## config.mk

```make
export PLATFORM = sky130hd
export DESIGN_NAME = ksa_hash_mod
export DESIGN_NICKNAME = d
export VERILOG_FILES = /design/src/hdl/ksa_pkg.sv /design/src/hdl/ksa_hash_mod.sv
export SDC_FILE = /design/constraint.sdc
export NUM_CORES = 1
export LEC_CHECK = 0
export BUFFER_PORTS_ARGS = -buffer_cell sky130_fd_sc_hd__buf_2
export CAP_MARGIN = 20
export CORE_ASPECT_RATIO = 2
export CORE_MARGIN = 4
export CORE_UTILIZATION = 54
export DETAILED_ROUTE_END_ITERATION = 6
export PLACE_DENSITY_LB_ADDON = 0.05
export SETUP_SLACK_MARGIN = 0.02
export SLEW_MARGIN = 40
export SYNTH_ARGS = -nofsm -noshare
export SYNTH_HDL_FRONTEND = slang
export SYNTH_SLANG_ARGS = --single-unit
```

## constraint.sdc

```tcl
create_clock -name clk -period 16.5 [get_ports clk]
set_input_delay 1.65 -clock clk [delete_from_list [all_inputs] [get_ports clk]]
set_output_delay 1.65 -clock clk [all_outputs]
set_load 0.05 [all_outputs]
```

## src/hdl/ksa_pkg.sv

```systemverilog
// Shared types, constants and codes for the keyed input slot assigner.
`default_nettype none

package ksa_pkg;

    localparam int TABLE_DEPTH = 256;
    localparam int MAX_INPUTS  = 1024;

    localparam int KEY_W    = 64;
    localparam int OFF_W    = 10;
    localparam int SLOTF_W  = 8;
    localparam int SIG_W    = 16;
    localparam int LIMB_W   = 64;
    localparam int STATUS_W = 3;
    localparam int REM_W    = 11;
    localparam int OP_W     = 2;
    localparam int ID_W     = SIG_W + 1;

    localparam int TSIZE_W  = 9;
    localparam int ICOUNT_W = 11;
    localparam int ISTART_W = 16;
    localparam int CFG_IDX_W  = 2;
    localparam int CFG_DATA_W = 16;

    localparam int SLOT_AW  = $clog2(TABLE_DEPTH);
    localparam int EFF_W    = $clog2(TABLE_DEPTH + 1);
    localparam int IN_EFF_W = $clog2(MAX_INPUTS + 1);

    localparam int MARK_W    = 32;
    localparam int MARK_CW   = $clog2(MARK_W);
    localparam int MARK_ROWS = (MAX_INPUTS + MARK_W - 1) / MARK_W;
    localparam int ROW_AW    = (MARK_ROWS > 1) ? $clog2(MARK_ROWS) : 1;
    localparam int MARK_IW   = MARK_CW + ROW_AW;

    localparam int MOD_STEP = 8;
    localparam int MOD_CYC  = KEY_W / MOD_STEP;
    localparam int MOD_CW   = (MOD_CYC > 1) ? $clog2(MOD_CYC) : 1;

    localparam int IN_BITS     = KEY_W + OFF_W + SLOTF_W + SIG_W + 4 * LIMB_W;
    localparam int IN_TDATA_W  = ((IN_BITS + 7) / 8) * 8;
    localparam int OUT_BITS    = SIG_W + 1 + 4 * LIMB_W + 1 + REM_W;
    localparam int OUT_TDATA_W = ((OUT_BITS + 7) / 8) * 8;

    localparam logic [CFG_IDX_W-1:0] CFG_TABLE_SIZE  = 2'd0;
    localparam logic [CFG_IDX_W-1:0] CFG_INPUT_COUNT = 2'd1;
    localparam logic [CFG_IDX_W-1:0] CFG_INPUT_START = 2'd2;

    typedef enum logic [OP_W-1:0] {
        OP_LOAD   = 2'd0,
        OP_ARM    = 2'd1,
        OP_ASSIGN = 2'd2,
        OP_NOP    = 2'd3
    } op_t;

    typedef enum logic [STATUS_W-1:0] {
        STS_OK        = 3'd0,
        STS_NONE_LEFT = 3'd1,
        STS_NOT_FOUND = 3'd2,
        STS_TWICE     = 3'd3,
        STS_RANGE     = 3'd4
    } status_t;

    typedef enum logic [2:0] {
        S_IDLE,
        S_DISPATCH,
        S_CLEAR,
        S_MOD,
        S_PROBE,
        S_CALC,
        S_MARK,
        S_FINISH
    } state_t;

    typedef struct packed {
        logic [LIMB_W-1:0]  value_limb3;
        logic [LIMB_W-1:0]  value_limb2;
        logic [LIMB_W-1:0]  value_limb1;
        logic [LIMB_W-1:0]  value_limb0;
        logic [SIG_W-1:0]   slot_signal;
        logic [SLOTF_W-1:0] slot;
        logic [OFF_W-1:0]   element_offset;
        logic [KEY_W-1:0]   key_hash;
    } in_fields_t;

    typedef struct packed {
        logic [REM_W-1:0]  remaining;
        logic              all_assigned;
        logic [LIMB_W-1:0] out_limb3;
        logic [LIMB_W-1:0] out_limb2;
        logic [LIMB_W-1:0] out_limb1;
        logic [LIMB_W-1:0] out_limb0;
        logic              write_enable;
        logic [SIG_W-1:0]  signal_id;
    } out_fields_t;

    typedef struct packed {
        logic [KEY_W-1:0] hash;
        logic [SIG_W-1:0] base;
    } slot_entry_t;

    typedef struct packed {
        logic               rd;
        logic               wr;
        logic [SLOT_AW-1:0] addr;
        slot_entry_t        wdata;
    } slot_req_t;

    typedef struct packed {
        logic              clr;
        logic              rd;
        logic              wr;
        logic [ROW_AW-1:0] row;
        logic [MARK_W-1:0] wdata;
    } mark_req_t;

endpackage

`default_nettype wire

```

## src/hdl/ksa_hash_mod.sv

```systemverilog
// Iterative remainder of the key hash by the table size, a few bits per cycle.
`default_nettype none

module ksa_hash_mod (
    input  wire logic                        clk,
    input  wire logic                        rst_n,
    input  wire logic                        start,
    input  wire logic [ksa_pkg::KEY_W-1:0]   dividend,
    input  wire logic [ksa_pkg::EFF_W-1:0]   divisor,
    output logic                             done,
    output logic [ksa_pkg::SLOT_AW-1:0]      rem
);
    import ksa_pkg::*;

    localparam int RW = EFF_W + 1;

    logic              busy_reg;
    logic              done_reg;
    logic [MOD_CW-1:0] cnt_reg;
    logic [KEY_W-1:0]  sh_reg;
    logic [RW-1:0]     r_reg;
    logic [RW-1:0]     r_next;

    always_comb
    begin
        logic [RW-1:0]       r;
        logic [MOD_STEP-1:0] bits;
        r = r_reg;
        bits = sh_reg[KEY_W-1 -: MOD_STEP];
        for (int i = 0; i < MOD_STEP; i++)
        begin
            r = {r[RW-2:0], bits[MOD_STEP-1-i]};
            if (r >= {1'b0, divisor})
            begin
                r = r - {1'b0, divisor};
            end
        end
        r_next = r;
    end

    always_ff @(posedge clk or negedge rst_n)
    begin
        if (!rst_n)
        begin
            busy_reg <= 1'b0;
            done_reg <= 1'b0;
            cnt_reg  <= '0;
        end
        else
        begin
            done_reg <= busy_reg && (cnt_reg == MOD_CW'(MOD_CYC - 1));
            if (start)
            begin
                busy_reg <= 1'b1;
                cnt_reg  <= '0;
            end
            else if (busy_reg)
            begin
                cnt_reg <= cnt_reg + 1'b1;
                if (cnt_reg == MOD_CW'(MOD_CYC - 1))
                begin
                    busy_reg <= 1'b0;
                end
            end
        end
    end

    always_ff @(posedge clk)
    begin
        if (start)
        begin
            sh_reg <= dividend;
            r_reg  <= '0;
        end
        else if (busy_reg)
        begin
            sh_reg <= sh_reg << MOD_STEP;
            r_reg  <= r_next;
        end
    end

    assign done = done_reg;
    assign rem  = SLOT_AW'(r_reg);

endmodule

`default_nettype wire

```

# ---- Word level (Yosys, flattened, before mapping)
# Index checks and enable logic that the tools add are counted.
dict set report word_totals {
  memories 0
  regBits 78
  latch_bits 0
  ramBits 0
  wordCells 40
  input_bits 76
  output_inout_bits 9
  mem_bits_ro 0
}
dict set report op_classes {
  n_eq_ne 1
  reduce_logical 2
  bitwise 0
  n_addsub 9
  mux 15
  n_shift 0
  mul 0
  n_lt_le_gt_ge 8
  n_div 0
}
# op n
set op_table {}
lappend op_table {{two-way mux 64 bit} 2}
lappend op_table {{greater-or-equal comparator 10 x 9 -> 1 bit} 8}
lappend op_table {{two-way mux 9 bit} 8}
lappend op_table {{subtractor 9 bit} 8}
lappend op_table {{two-way mux 3 bit} 2}
lappend op_table {{adder 3 x 1 -> 3 bit, second input constant} 1}
lappend op_table {{equality test 3 bit, second input constant} 1}
lappend op_table {{two-way mux 1 bit} 3}
lappend op_table {{nonzero test 2 bit} 1}
lappend op_table {{logical AND 1 bit} 1}

# ---- Longest topological paths before layout
# Gate-level depths: netlist of the first run.
dict set report depth {
  ltp_word 16
  depth_mapped 80
  mapped_depth_nobuf 76
}

# ---- Worst setup path after synthesis of the first run
# Ideal clock, no wire load.
dict set report synth_timing {
  kind {input to register}
  startpoint {input port divisor[1] (netlist name)}
  endpoint {register r_reg[2]}
  n_path_buf 4
  stages 72
  arrival_ps 16624
  setup_slack_ps -246
  setup_ps 122
  required_time_ps 16378
  path_cell_list {inv_1 > fa_1 > a211o_1 > a211o_1 > a31oi_2 > mux2_2 > ha_1 > nand2b_1 > a21oi_1 > o211a_1 > nor3b_2 > and2_1 > buf_6 > mux2_4 > ha_1 > a21oi_1 > o21ai_0 > o31ai_1 > [... 36 more ...] > nor2_1 > nand2_1 > o21ai_0 > nand2b_1 > nor2_1 > o211ai_2 > a2bb2oi_4 > mux2i_1 > fa_1 > a21o_1 > a21oi_1 > o22ai_1 > nor2_1 > o21ai_0 > nor4_1 > mux2i_1 > and4_1 > a311o_1}
}
dict set report synth_via {
  elab_chain_cells 16
  word_cells_on_any_way 24
  classes_between {add/sub: 8; order compare: 8; mux: 8}
}
# item line
set synth_rtl {}
lappend synth_rtl {{start, declared} ksa_hash_mod.sv:9} ;# input wire logic [ksa_pkg::EFF_W-1:0] divisor,
lappend synth_rtl {{subtractor 9 bit or greater-or-equal comparator 10 x 9 -> 1 bit (tied branches)} {ksa_hash_mod.sv:35, ksa_hash_mod.sv:33}}
lappend synth_rtl {{two-way mux 9 bit} ksa_hash_mod.sv:33} ;# if (r >= {1'b0, divisor})
lappend synth_rtl {{subtractor 9 bit or greater-or-equal comparator 10 x 9 -> 1 bit (tied branches)} {ksa_hash_mod.sv:35, ksa_hash_mod.sv:33}}
lappend synth_rtl {{two-way mux 9 bit} ksa_hash_mod.sv:33}
lappend synth_rtl {{subtractor 9 bit or greater-or-equal comparator 10 x 9 -> 1 bit (tied branches)} {ksa_hash_mod.sv:35, ksa_hash_mod.sv:33}}
lappend synth_rtl {{two-way mux 9 bit} ksa_hash_mod.sv:33}
lappend synth_rtl {{subtractor 9 bit or greater-or-equal comparator 10 x 9 -> 1 bit (tied branches)} {ksa_hash_mod.sv:35, ksa_hash_mod.sv:33}}
lappend synth_rtl {{two-way mux 9 bit} ksa_hash_mod.sv:33}
lappend synth_rtl {{subtractor 9 bit or greater-or-equal comparator 10 x 9 -> 1 bit (tied branches)} {ksa_hash_mod.sv:35, ksa_hash_mod.sv:33}}
lappend synth_rtl {{two-way mux 9 bit} ksa_hash_mod.sv:33}
lappend synth_rtl {{subtractor 9 bit or greater-or-equal comparator 10 x 9 -> 1 bit (tied branches)} {ksa_hash_mod.sv:35, ksa_hash_mod.sv:33}}
lappend synth_rtl {{two-way mux 9 bit} ksa_hash_mod.sv:33}
lappend synth_rtl {{greater-or-equal comparator 10 x 9 -> 1 bit or subtractor 9 bit (tied branches)} {ksa_hash_mod.sv:33, ksa_hash_mod.sv:35}}
lappend synth_rtl {{two-way mux 9 bit} ksa_hash_mod.sv:33}
lappend synth_rtl {{subtractor 9 bit or greater-or-equal comparator 10 x 9 -> 1 bit (tied branches)} {ksa_hash_mod.sv:35, ksa_hash_mod.sv:33}}
lappend synth_rtl {{two-way mux 9 bit (*)} ksa_hash_mod.sv:33}
lappend synth_rtl {{end signal, assigned} ksa_hash_mod.sv:78} ;# r_reg <= r_next;
lappend synth_rtl {{end, declared} ksa_hash_mod.sv:21} ;# logic [RW-1:0] r_reg;
# Mark *: on every way between the ends. The rest lies on a longest branch, timed or not.
# A chain may end at the register's enable or synchronous reset.

# ---- Worst setup path in the final report of the first run
dict set report layout_timing {
  startpoint {input port divisor[0] (netlist name)}
  endpoint {register r_reg[2]}
}
# Same word-level chain as after synthesis.

==> impl_metrics.csv, run 1 <==
group,metric,value,unit
global_routing,overflow,0,
place,place_ws,-652,ps
floorplanning,core_area,13100,µm²
yosys,synth_cells,704,
drt,routed_wl,20.4,mm
drt,drcViolationCount,0,
setup_path,r2r_slack,1430,ps
global_routing,grt_pass1_vias,6658,
clock_tree,cts_buffers,9,
yosys,synthTopCellsByArea,"edfxtp_1 (27%), mux2_2 (13%), ha_1 (13%)",
yosys,yosysTopAreaCellShare,26.6,%
yosys,yosys.area.top_type,"edfxtp_1",
floorplanning,io_pins,85,
sta,min_period,16000,ps
min_path,min_to,"r_reg[8]",
floorplanning,die_h,172,µm
setup_path,slowest_delay,380,ps
sta,fin_ws,500,ps
place,io_buffer_count,84,
sta,relSlewSlack,54.2,%
yosys,synth_fp_nets,862,
yosys,synth_compound_area_share,14.2,%
finish,nFillCells,1023,
sta,skew,9.75,ps
clock_tree,postCtsHoldBufs,0,
flow_run,cap_violations,0,
finish,num-nets-final,1023,
finish,syn2layout_area_growth,26.5,%
global_routing,antenna_found_initial,0,
drt,via_per_inst,5.93,
yosys,synth.area.mux_share,17.1,%
yosys,synth_warnings,0,
clock_tree,cts-htree-levels,3,
yosys,synth_ff_type,"edfxtp_1",
sta,hold_viol_final,0,
finish,drive_above_1_share,40.8,%
sta,worstMarginPinSlew,687,ps
yosys,synth-edff-count,64,
place,hpwlAfterDp,16.0,mm
floorplanning,fp.dieW,89.8,µm
yosys,synth_cell_types,68,
sta,setup_viol,0,
setup_path,path_max_fanout,7,
yosys,synthSimpleGateAreaFrac,12.1,%
finish,largest_reg_flops,64,
clock_tree,clockBufferDepth,2,
place,place.gp.congestion,0.959,
drt,dr.pass1.iters,4,
finish,fin_area,9140,µm²
yosys,syn-cell-area,7230,µm²
finish,num_antenna_cells,0,
finish,mostFrequentLayoutCells,"buf_2 (85), buf_4 (83), mux2_2 (77)",
drt,final_antenna_net_count,0,
setup_path,r2r_cells,75,
clock_tree,cts_num_sinks,78,
yosys,async_reset_ff_share,6.41,%
min_path,holdPathStages,2,
finish,final_common_cell,"buf_2",
drt,first_iter_violations,177,
clock_tree,cts_tree,"done",
yosys,synth-seq-cells,78,
clock_tree,clk_latency,330,ps
drt,wl_per_cell,20.0,µm
yosys,synthXorXnorAreaFrac,6.18,%
yosys,synth_top_family_by_area,"multiplexers",
status,status,"finished clean",
setup_path,worstPathArrival,16230,ps
yosys,syn_avg_cell_area,10.3,µm²
setup_path,critical_path_class,"in2reg",
setup_path,worstSetupEndpointType,"flip-flop",
clock_tree,clockRootBuffer,"clkbuf_16",
sta,setup_tns,0,ps
min_path,hold_path.class,"reg2reg",
drt,dr_total_vias,6060,
floorplanning,dieArea,15400,µm²
setup_path,required,16720,ps
global_routing,grt_max_degree,76,
finish,final-seq-area,2230,µm²
global_routing,grt_pass1_wl,31.7,mm
clock_tree,clk_pin_slew_worst_paths,60,ps
yosys,synth-seq-area-share,30.8,%
floorplanning,fp-row-count,59,
sta,maxSlewViolCount,0,
setup_path,reg2reg_to,"r_reg[2]",
min_path,hp-start,"r_reg[8]",
global_routing,track_usage,26.3,%
sta,max_clock_freq,0.0625,GHz
finish,multiInputGateArea,5130,µm²
place,dpl-instance-area,8260,µm²
setup_path,cpMaxStageDelayCell,"o32a_1",
floorplanning,initial_core_util,55.3,%
setup_path,r2r-start,"sh_reg[63]",
setup_path,crit_top_cell,"buf_4",
setup_path,start_kind,"input pin",
sta,post-route-period-util,97.0,%
yosys,synth_fa_ha_area_share,15.0,%
[cell usage after synthesis, types with 10 or more instances]
| master | instances |
|---|---|
| xor2_1 | 20 |
| ha_1 | 74 |
| o21ai_0 | 24 |
| a21oi_1 | 43 |
| and2_1 | 13 |
| nand2_1 | 25 |
| inv_1 | 46 |
| nand2b_1 | 11 |
| buf_4 | 10 |
| mux2i_1 | 23 |
| nand4_1 | 13 |
| a21o_1 | 21 |
| mux2_2 | 86 |
| edfxtp_1 | 64 |
| xnor2_1 | 31 |
| nor2b_1 | 16 |
| nor2_1 | 44 |
| nor3_1 | 10 |
[kinds of logic (layout without fill, tap and decap cells)]
| kind of cell | after synthesis | in the layout |
|---|---|---|
| DFF | 78 | 78 |
| adders and majority gates | 82 | 82 |
| AOI/OAI and AO/OA | 147 | 147 |
| muxes | 112 | 112 |
| buffers and inverters | 71 | 237 |
| and+or+nand+nor | 163 | 163 |
| xor gates and xnor gates | 51 | 51 |
[metrics by stage]
step | utilization, % | instances | hold slack, ps
finish | 70.0 | 1022 | 524
global route | 70.0 | 1022 | 553
CTS | 65.7 | 1006 | 525
detailed placement | 63.2 | 989 | 516
global placement | 63.2 | 989 | 507
floorplan | - | 704 | 478
[layer usage]
layer | global-route usage [%] | share of wire (%) | up-vias | wire length, µm
met1 | 24.2 | 35 | 2883 | 7110
met2 | 51.6 | 55 | 177 | 11100
met5 | 0 | 0 | - | 0
met4 | 20.2 | 7.5 | 0 | 1540
li1 | - | - | 2920 | -
met3 | 3.11 | 3.1 | 80 | 642
[layout make-up]
cell class	instances	area share (%)
Clock buffer	11	2.55
Clock inverter	5	0.643
Inverter	46	1.89
Multi-Input combinational cell	555	56.1
Sequential cell	78	24.4
Tap cell	152	2.08
Timing Repair Buffer	175	12.3
[worst max-delay path: cells and delay by family]
family | cells | cell delay (ps)
muxes | 8 | 2570
and+or+nand+nor | 22 | 2930
AOI/OAI and AO/OA | 24 | 4950
buffers and inverters | 12 | 1710
adders and majority gates | 9 | 2400
[timing repair]
action	4_1_cts	5_1_grt
pin swaps	0	26
setup endpoints to repair	9	9
buffers inserted	1	15
gates cloned	0	1
resized for setup	7	83
[worst max-delay path by stage]
stage                           from       end  slack (ps)
after global placement    divisor[0]  r_reg[7]        -220
final                     divisor[0]  r_reg[2]         500
after detailed placement  divisor[0]  r_reg[2]        -650
after global routing      divisor[0]  r_reg[2]        -170
after floorplan           divisor[1]  r_reg[2]          60
after CTS                 divisor[0]  r_reg[4]          30
Power of run 1 is not shown: default switching activity piles up to over one toggle a cycle in this logic, so the estimate is an artifact.
==> run 2: changes to the inputs <==
CORE_ASPECT_RATIO = 1.4   (was 2)
clock period = 14.6 ns   (was 16.5 ns; I/O delays follow)
==> run 2 against run 1 <==
Effect of this change:
- the run now ends with negative setup slack left
- sequential share of layout area is 3.8 points lower
- cell area increased by 18%
- critical path depth rose by 2
- first-iteration DRC count rose by 91%
- critical endpoint unchanged
- sequential cell count unchanged
- core utilization up 13 points
- non-clock buffer count rose by 180
- global-route usage grew 5.9 points
- critical path type unchanged
==> impl_metrics.csv, run 2 (synthesis results as in run 1) <==
group,metric,value,unit
status,status,"finished, violations left",
status,violations,"negative setup slack",
setup_path,path_max_fanout,8,
setup_path,slowest_delay,470,ps
setup_path,r2r_cells,77,
drt,wl_per_cell,19.7,µm
floorplanning,dieArea,15300,µm²
sta,max_clock_freq,0.0641,GHz
clock_tree,clk_pin_slew_worst_paths,60,ps
setup_path,r2r-start,"sh_reg[63]",
global_routing,grt_pass1_vias,7778,
clock_tree,cts_num_sinks,78,
place,dp_cells,1150,
sta,maxSlewViolCount,0,
clock_tree,cts_tree,"done",
setup_path,required,14830,ps
setup_path,reg2reg_to,"r_reg[2]",
setup_path,r2r_slack,-320,ps
place,hpwlAfterDp,17.2,mm
setup_path,start_kind,"input pin",
floorplanning,core_area,13000,µm²
finish,largest_reg_flops,64,
finish,instances_no_fill,1229,
drt,dr.pass1.iters,5,
drt,final_antenna_net_count,0,
clock_tree,cts-htree-levels,3,
finish,fin_area,10800,µm²
sta,hold_viol_final,0,
global_routing,antenna_found_initial,0,
sta,fin_ws,-998,ps
floorplanning,fp-row-count,49,
floorplanning,io_pins,85,
clock_tree,clockRootBuffer,"clkbuf_16",
global_routing,track_usage,32.2,%
sta,relSlewSlack,48.1,%
finish,num-nets-final,1204,
sta,post-route-period-util,107,%
drt,via_per_inst,5.65,
drt,first_iter_violations,338,
clock_tree,clk_latency,340,ps
min_path,hold_path.class,"reg2reg",
global_routing,grt_max_degree,65,
global_routing,grt_pass1_wl,38.3,mm
finish,drive_above_1_share,53.5,%
drt,dr_total_vias,6944,
floorplanning,initial_core_util,55.6,%
sta,rsz0062_at_grt,"yes",
setup_path,worstPathArrival,15820,ps
setup_path,crit_start,"divisor[0]",
sta,setup_tns,-8050,ps
clock_tree,clockBufferDepth,2,
finish,syn2layout_area_growth,49.7,%
sta,min_period,15600,ps
place,dpl-instance-area,9580,µm²
sta,skew,3.52,ps
setup_path,worstSetupEndpointType,"flip-flop",
setup_path,critical_path_class,"in2reg",
sta,setup_viol,9,
sta,worstMarginPinSlew,779,ps
place,io_buffer_count,84,
finish,num_antenna_cells,0,
finish,mostFrequentLayoutCells,"buf_4 (266), buf_2 (81), mux2_2 (73)",
drt,drcViolationCount,0,
place,place.gp.congestion,0.957,
setup_path,crit_top_cell,"buf_4",
flow_run,cap_violations,0,
floorplanning,die_h,145,µm
drt,routed_wl,24.2,mm
setup_path,cpMaxStageDelayCell,"or3_4",
setup_path,crit_path_end,"r_reg[2]",
floorplanning,fp.dieW,106,µm
clock_tree,cts_buffers,9,
finish,final_common_cell,"buf_4",
global_routing,overflow,0,
## run 2: worst min path at each step
stage / startpoint / to / slack (ps) / cells after the start
floorplan: r_reg[8] / r_reg[8] / 480 / 2
global placement: r_reg[8] / r_reg[8] / 490 / 2
detailed placement: r_reg[8] / r_reg[8] / 500 / 2
CTS: r_reg[8] / r_reg[8] / 510 / 2
global route: r_reg[8] / r_reg[8] / 520 / 2
finish: r_reg[8] / r_reg[8] / 510 / 2
## run 2: metrics by stage
step | hold WS [ps] | util (%) | setup slack [ps]
2_1_floorplan | 478 | - | -731
3_3_place_gp | 495 | 73.7 | -1210
3_5_place_dp | 498 | 73.7 | -1710
4_1_cts | 507 | 81.5 | -550
5_1_grt | 524 | 83.2 | -1540
6_report | 507 | 83.2 | -998
## run 2: final cells by class
cell class | count | area [µm²]
Clock buffer | 9 | 225
Tap cell | 178 | 223
Sequential cell | 78 | 2230
Multi-Input combinational cell | 556 | 5330
Clock inverter | 7 | 120
Inverter | 46 | 176
Timing Repair Buffer | 355 | 2510
Fill cell | 778 | 2180
## run 2: what timing repair did
action | 4_1_cts | 5_1_grt
setup buffers | 53 | 10
pin swaps | 57 | 33
hold buffers | 0 | 0
gates cloned | 2 | 0
gates resized for setup | 60 | 32
setup endpoints to repair | 9 | 9
## run 2: worst max-delay path, delay by kind of cell
family	cells	cell delay, ps
AO/OA/AOI/OAI	23	4400
multiplexers	8	2510
buffers and inverters	20	2430
adder cells (fa/ha/maj)	8	1980
AND/OR/NAND/NOR	17	2780
XOR/XNOR	1	180
## run 2: layer usage
metal	vias up	GRT usage (%)	wire length (µm)
li1	3287	-	-
met3	114	4.75	1100
met5	-	0	0
met1	3303	31.6	8260
met2	240	61.3	13000
met4	0	23.5	1840
Power of run 2 is left out for the same reason.
==> run 3: changes to the inputs <==
clock period = 13.2 ns   (was 14.6 ns; I/O delays follow)
==> run 3 against run 2 <==
Effect of this change:
- the flow still finishes with violations (negative setup slack)
- worst hold slack better by 7.1 ps
- first-iteration DRC count is 51% higher
- die area stayed put
- sequential share of layout area is 0.18 points lower
- largest cell class unchanged
==> impl_metrics.csv, run 3 (synthesis results as in run 1) <==
group,metric,value,unit
status,status,"finished, violations left",
status,violations,"negative setup slack",
clock_tree,cts_tree,"done",
drt,wl_per_cell,20.7,µm
sta,setup_viol,9,
global_routing,grt_pass1_vias,7707,
setup_path,r2r-start,"sh_reg[63]",
sta,rsz0062_at_grt,"yes",
finish,instances_no_fill,1234,
finish,num_antenna_cells,0,
setup_path,start_kind,"input pin",
setup_path,reg2reg_to,"r_reg[2]",
sta,worstMarginPinSlew,781,ps
sta,relSlewSlack,47.9,%
setup_path,crit_start,"divisor[0]",
sta,post-route-period-util,120,%
drt,via_per_inst,5.83,
clock_tree,cts_num_sinks,78,
place,hpwlAfterDp,17.3,mm
finish,num-nets-final,1209,
clock_tree,clockRootBuffer,"clkbuf_16",
floorplanning,dieArea,15300,µm²
global_routing,overflow,0,
drt,drcViolationCount,0,
clock_tree,clk_pin_slew_worst_paths,60,ps
finish,multiInputGateArea,5400,µm²
drt,final_antenna_net_count,0,
floorplanning,die_h,145,µm
global_routing,track_usage,31.7,%
setup_path,required,13410,ps
clock_tree,cts-htree-levels,3,
setup_path,r2r_slack,-2070,ps
clock_tree,cts_buffers,9,
finish,nFillCells,747,
finish,final-seq-area,2230,µm²
sta,fin_ws,-2580,ps
setup_path,critical_path_class,"in2reg",
drt,routed_wl,25.5,mm
floorplanning,io_pins,85,
drt,dr.pass1.iters,7,
finish,mostFrequentLayoutCells,"buf_4 (260), buf_2 (82), mux2_2 (69)",
global_routing,grt_max_degree,76,
clock_tree,clockBufferDepth,2,
sta,min_period,15780,ps
floorplanning,core_area,13000,µm²
finish,final_common_cell,"buf_4",
setup_path,worstSetupEndpointType,"flip-flop",
sta,skew,9.46,ps
finish,drive_above_1_share,54.3,%
sta,hold_viol_final,0,
setup_path,slowest_delay,460,ps
setup_path,crit_top_cell,"ha_4",
flow_run,cap_violations,0,
global_routing,antenna_found_initial,0,
global_routing,grt_pass1_wl,37.9,mm
drt,first_iter_violations,509,
floorplanning,fp.dieW,106,µm
clock_tree,postCtsHoldBufs,0,
place,place.gp.congestion,0.932,
sta,maxSlewViolCount,0,
sta,max_clock_freq,0.0634,GHz
setup_path,worstPathArrival,15990,ps
finish,largest_reg_flops,64,
min_path,hold_path.class,"reg2reg",
place,dp_cells,1147,
setup_path,cpMaxStageDelayCell,"or3_4",
finish,syn2layout_area_growth,51.0,%
setup_path,r2r_cells,72,
floorplanning,initial_core_util,55.6,%
clock_tree,clk_latency,340,ps
setup_path,path_max_fanout,8,
floorplanning,fp-row-count,49,
place,io_buffer_count,84,
drt,dr_total_vias,7194,
setup_path,crit_path_end,"r_reg[2]",
run 3: cell count changes in the layout (fill, tap and decap cells not counted), sizes merged:
cell,before,now
buf,355,359
bufinv,3,1
clkinv,1,2
clkinvlp,2,3
mux2i,24,25
o211ai,7,6
or3,7,8
run 3: how the worst min path moves through the flow:
stage | startpoint | endpoint | slack, ps | cells after the start
floorplan | r_reg[8] | r_reg[8] | 480 | 2
global placement | r_reg[8] | r_reg[8] | 500 | 2
detailed placement | r_reg[8] | r_reg[8] | 510 | 2
CTS | r_reg[8] | r_reg[8] | 510 | 2
global route | r_reg[8] | r_reg[8] | 530 | 2
finish | r_reg[8] | r_reg[8] | 510 | 2
run 3: layout make-up:
class                      count  share of cell area (%)
multi-input combinational    557                    49.5
tap                          178                    2.04
sequential                    78                    20.4
clock buffer                   9                    2.06
timing repair buffer         359                    23.6
inverter                      46                    1.62
clock inverter                 7                   0.734
run 3: layer usage:
metal	wire, µm	up-vias	GRT usage [%]
met5	0	-	0
met4	2150	0	23.3
met3	1470	156	4.93
met2	13300	360	59.9
met1	8580	3376	31.4
li1	-	3302	-
run 3: critical path: cells and delay by family:
kind | cells | cell delay (ps)
multiplexers | 9 | 2720
buffers and inverters | 11 | 1360
AND/OR/NAND/NOR | 23 | 3650
AO/OA/AOI/OAI | 20 | 4580
adder cells (fa/ha/maj) | 9 | 2290
run 3: repair_timing:
| action | in CTS | in global routing |
|---|---|---|
| buffers inserted | 57 | 13 |
| pin swaps | 69 | 36 |
| endpoints found under the setup margin | 9 | 9 |
| cloned | 3 | 0 |
| gates resized for setup | 70 | 37 |
run 3: through the flow:
step / instance area (µm²) / hold WS, ps / utilization, % / setup TNS [ps] / setup slack, ps
after detailed placement: 9560 / 507 / 73.5 / -24790 / -2860
after floorplan: 7540 / 478 / - / -17750 / -1990
after global routing: 10900 / 533 / 84.0 / -27000 / -3110
after global placement: 9560 / 498 / 73.5 / -20680 / -2390
after CTS: 10600 / 514 / 81.9 / -16450 / -1910
final: 10900 / 514 / 84.0 / -22050 / -2580
Power of run 3 is left out for the same reason.
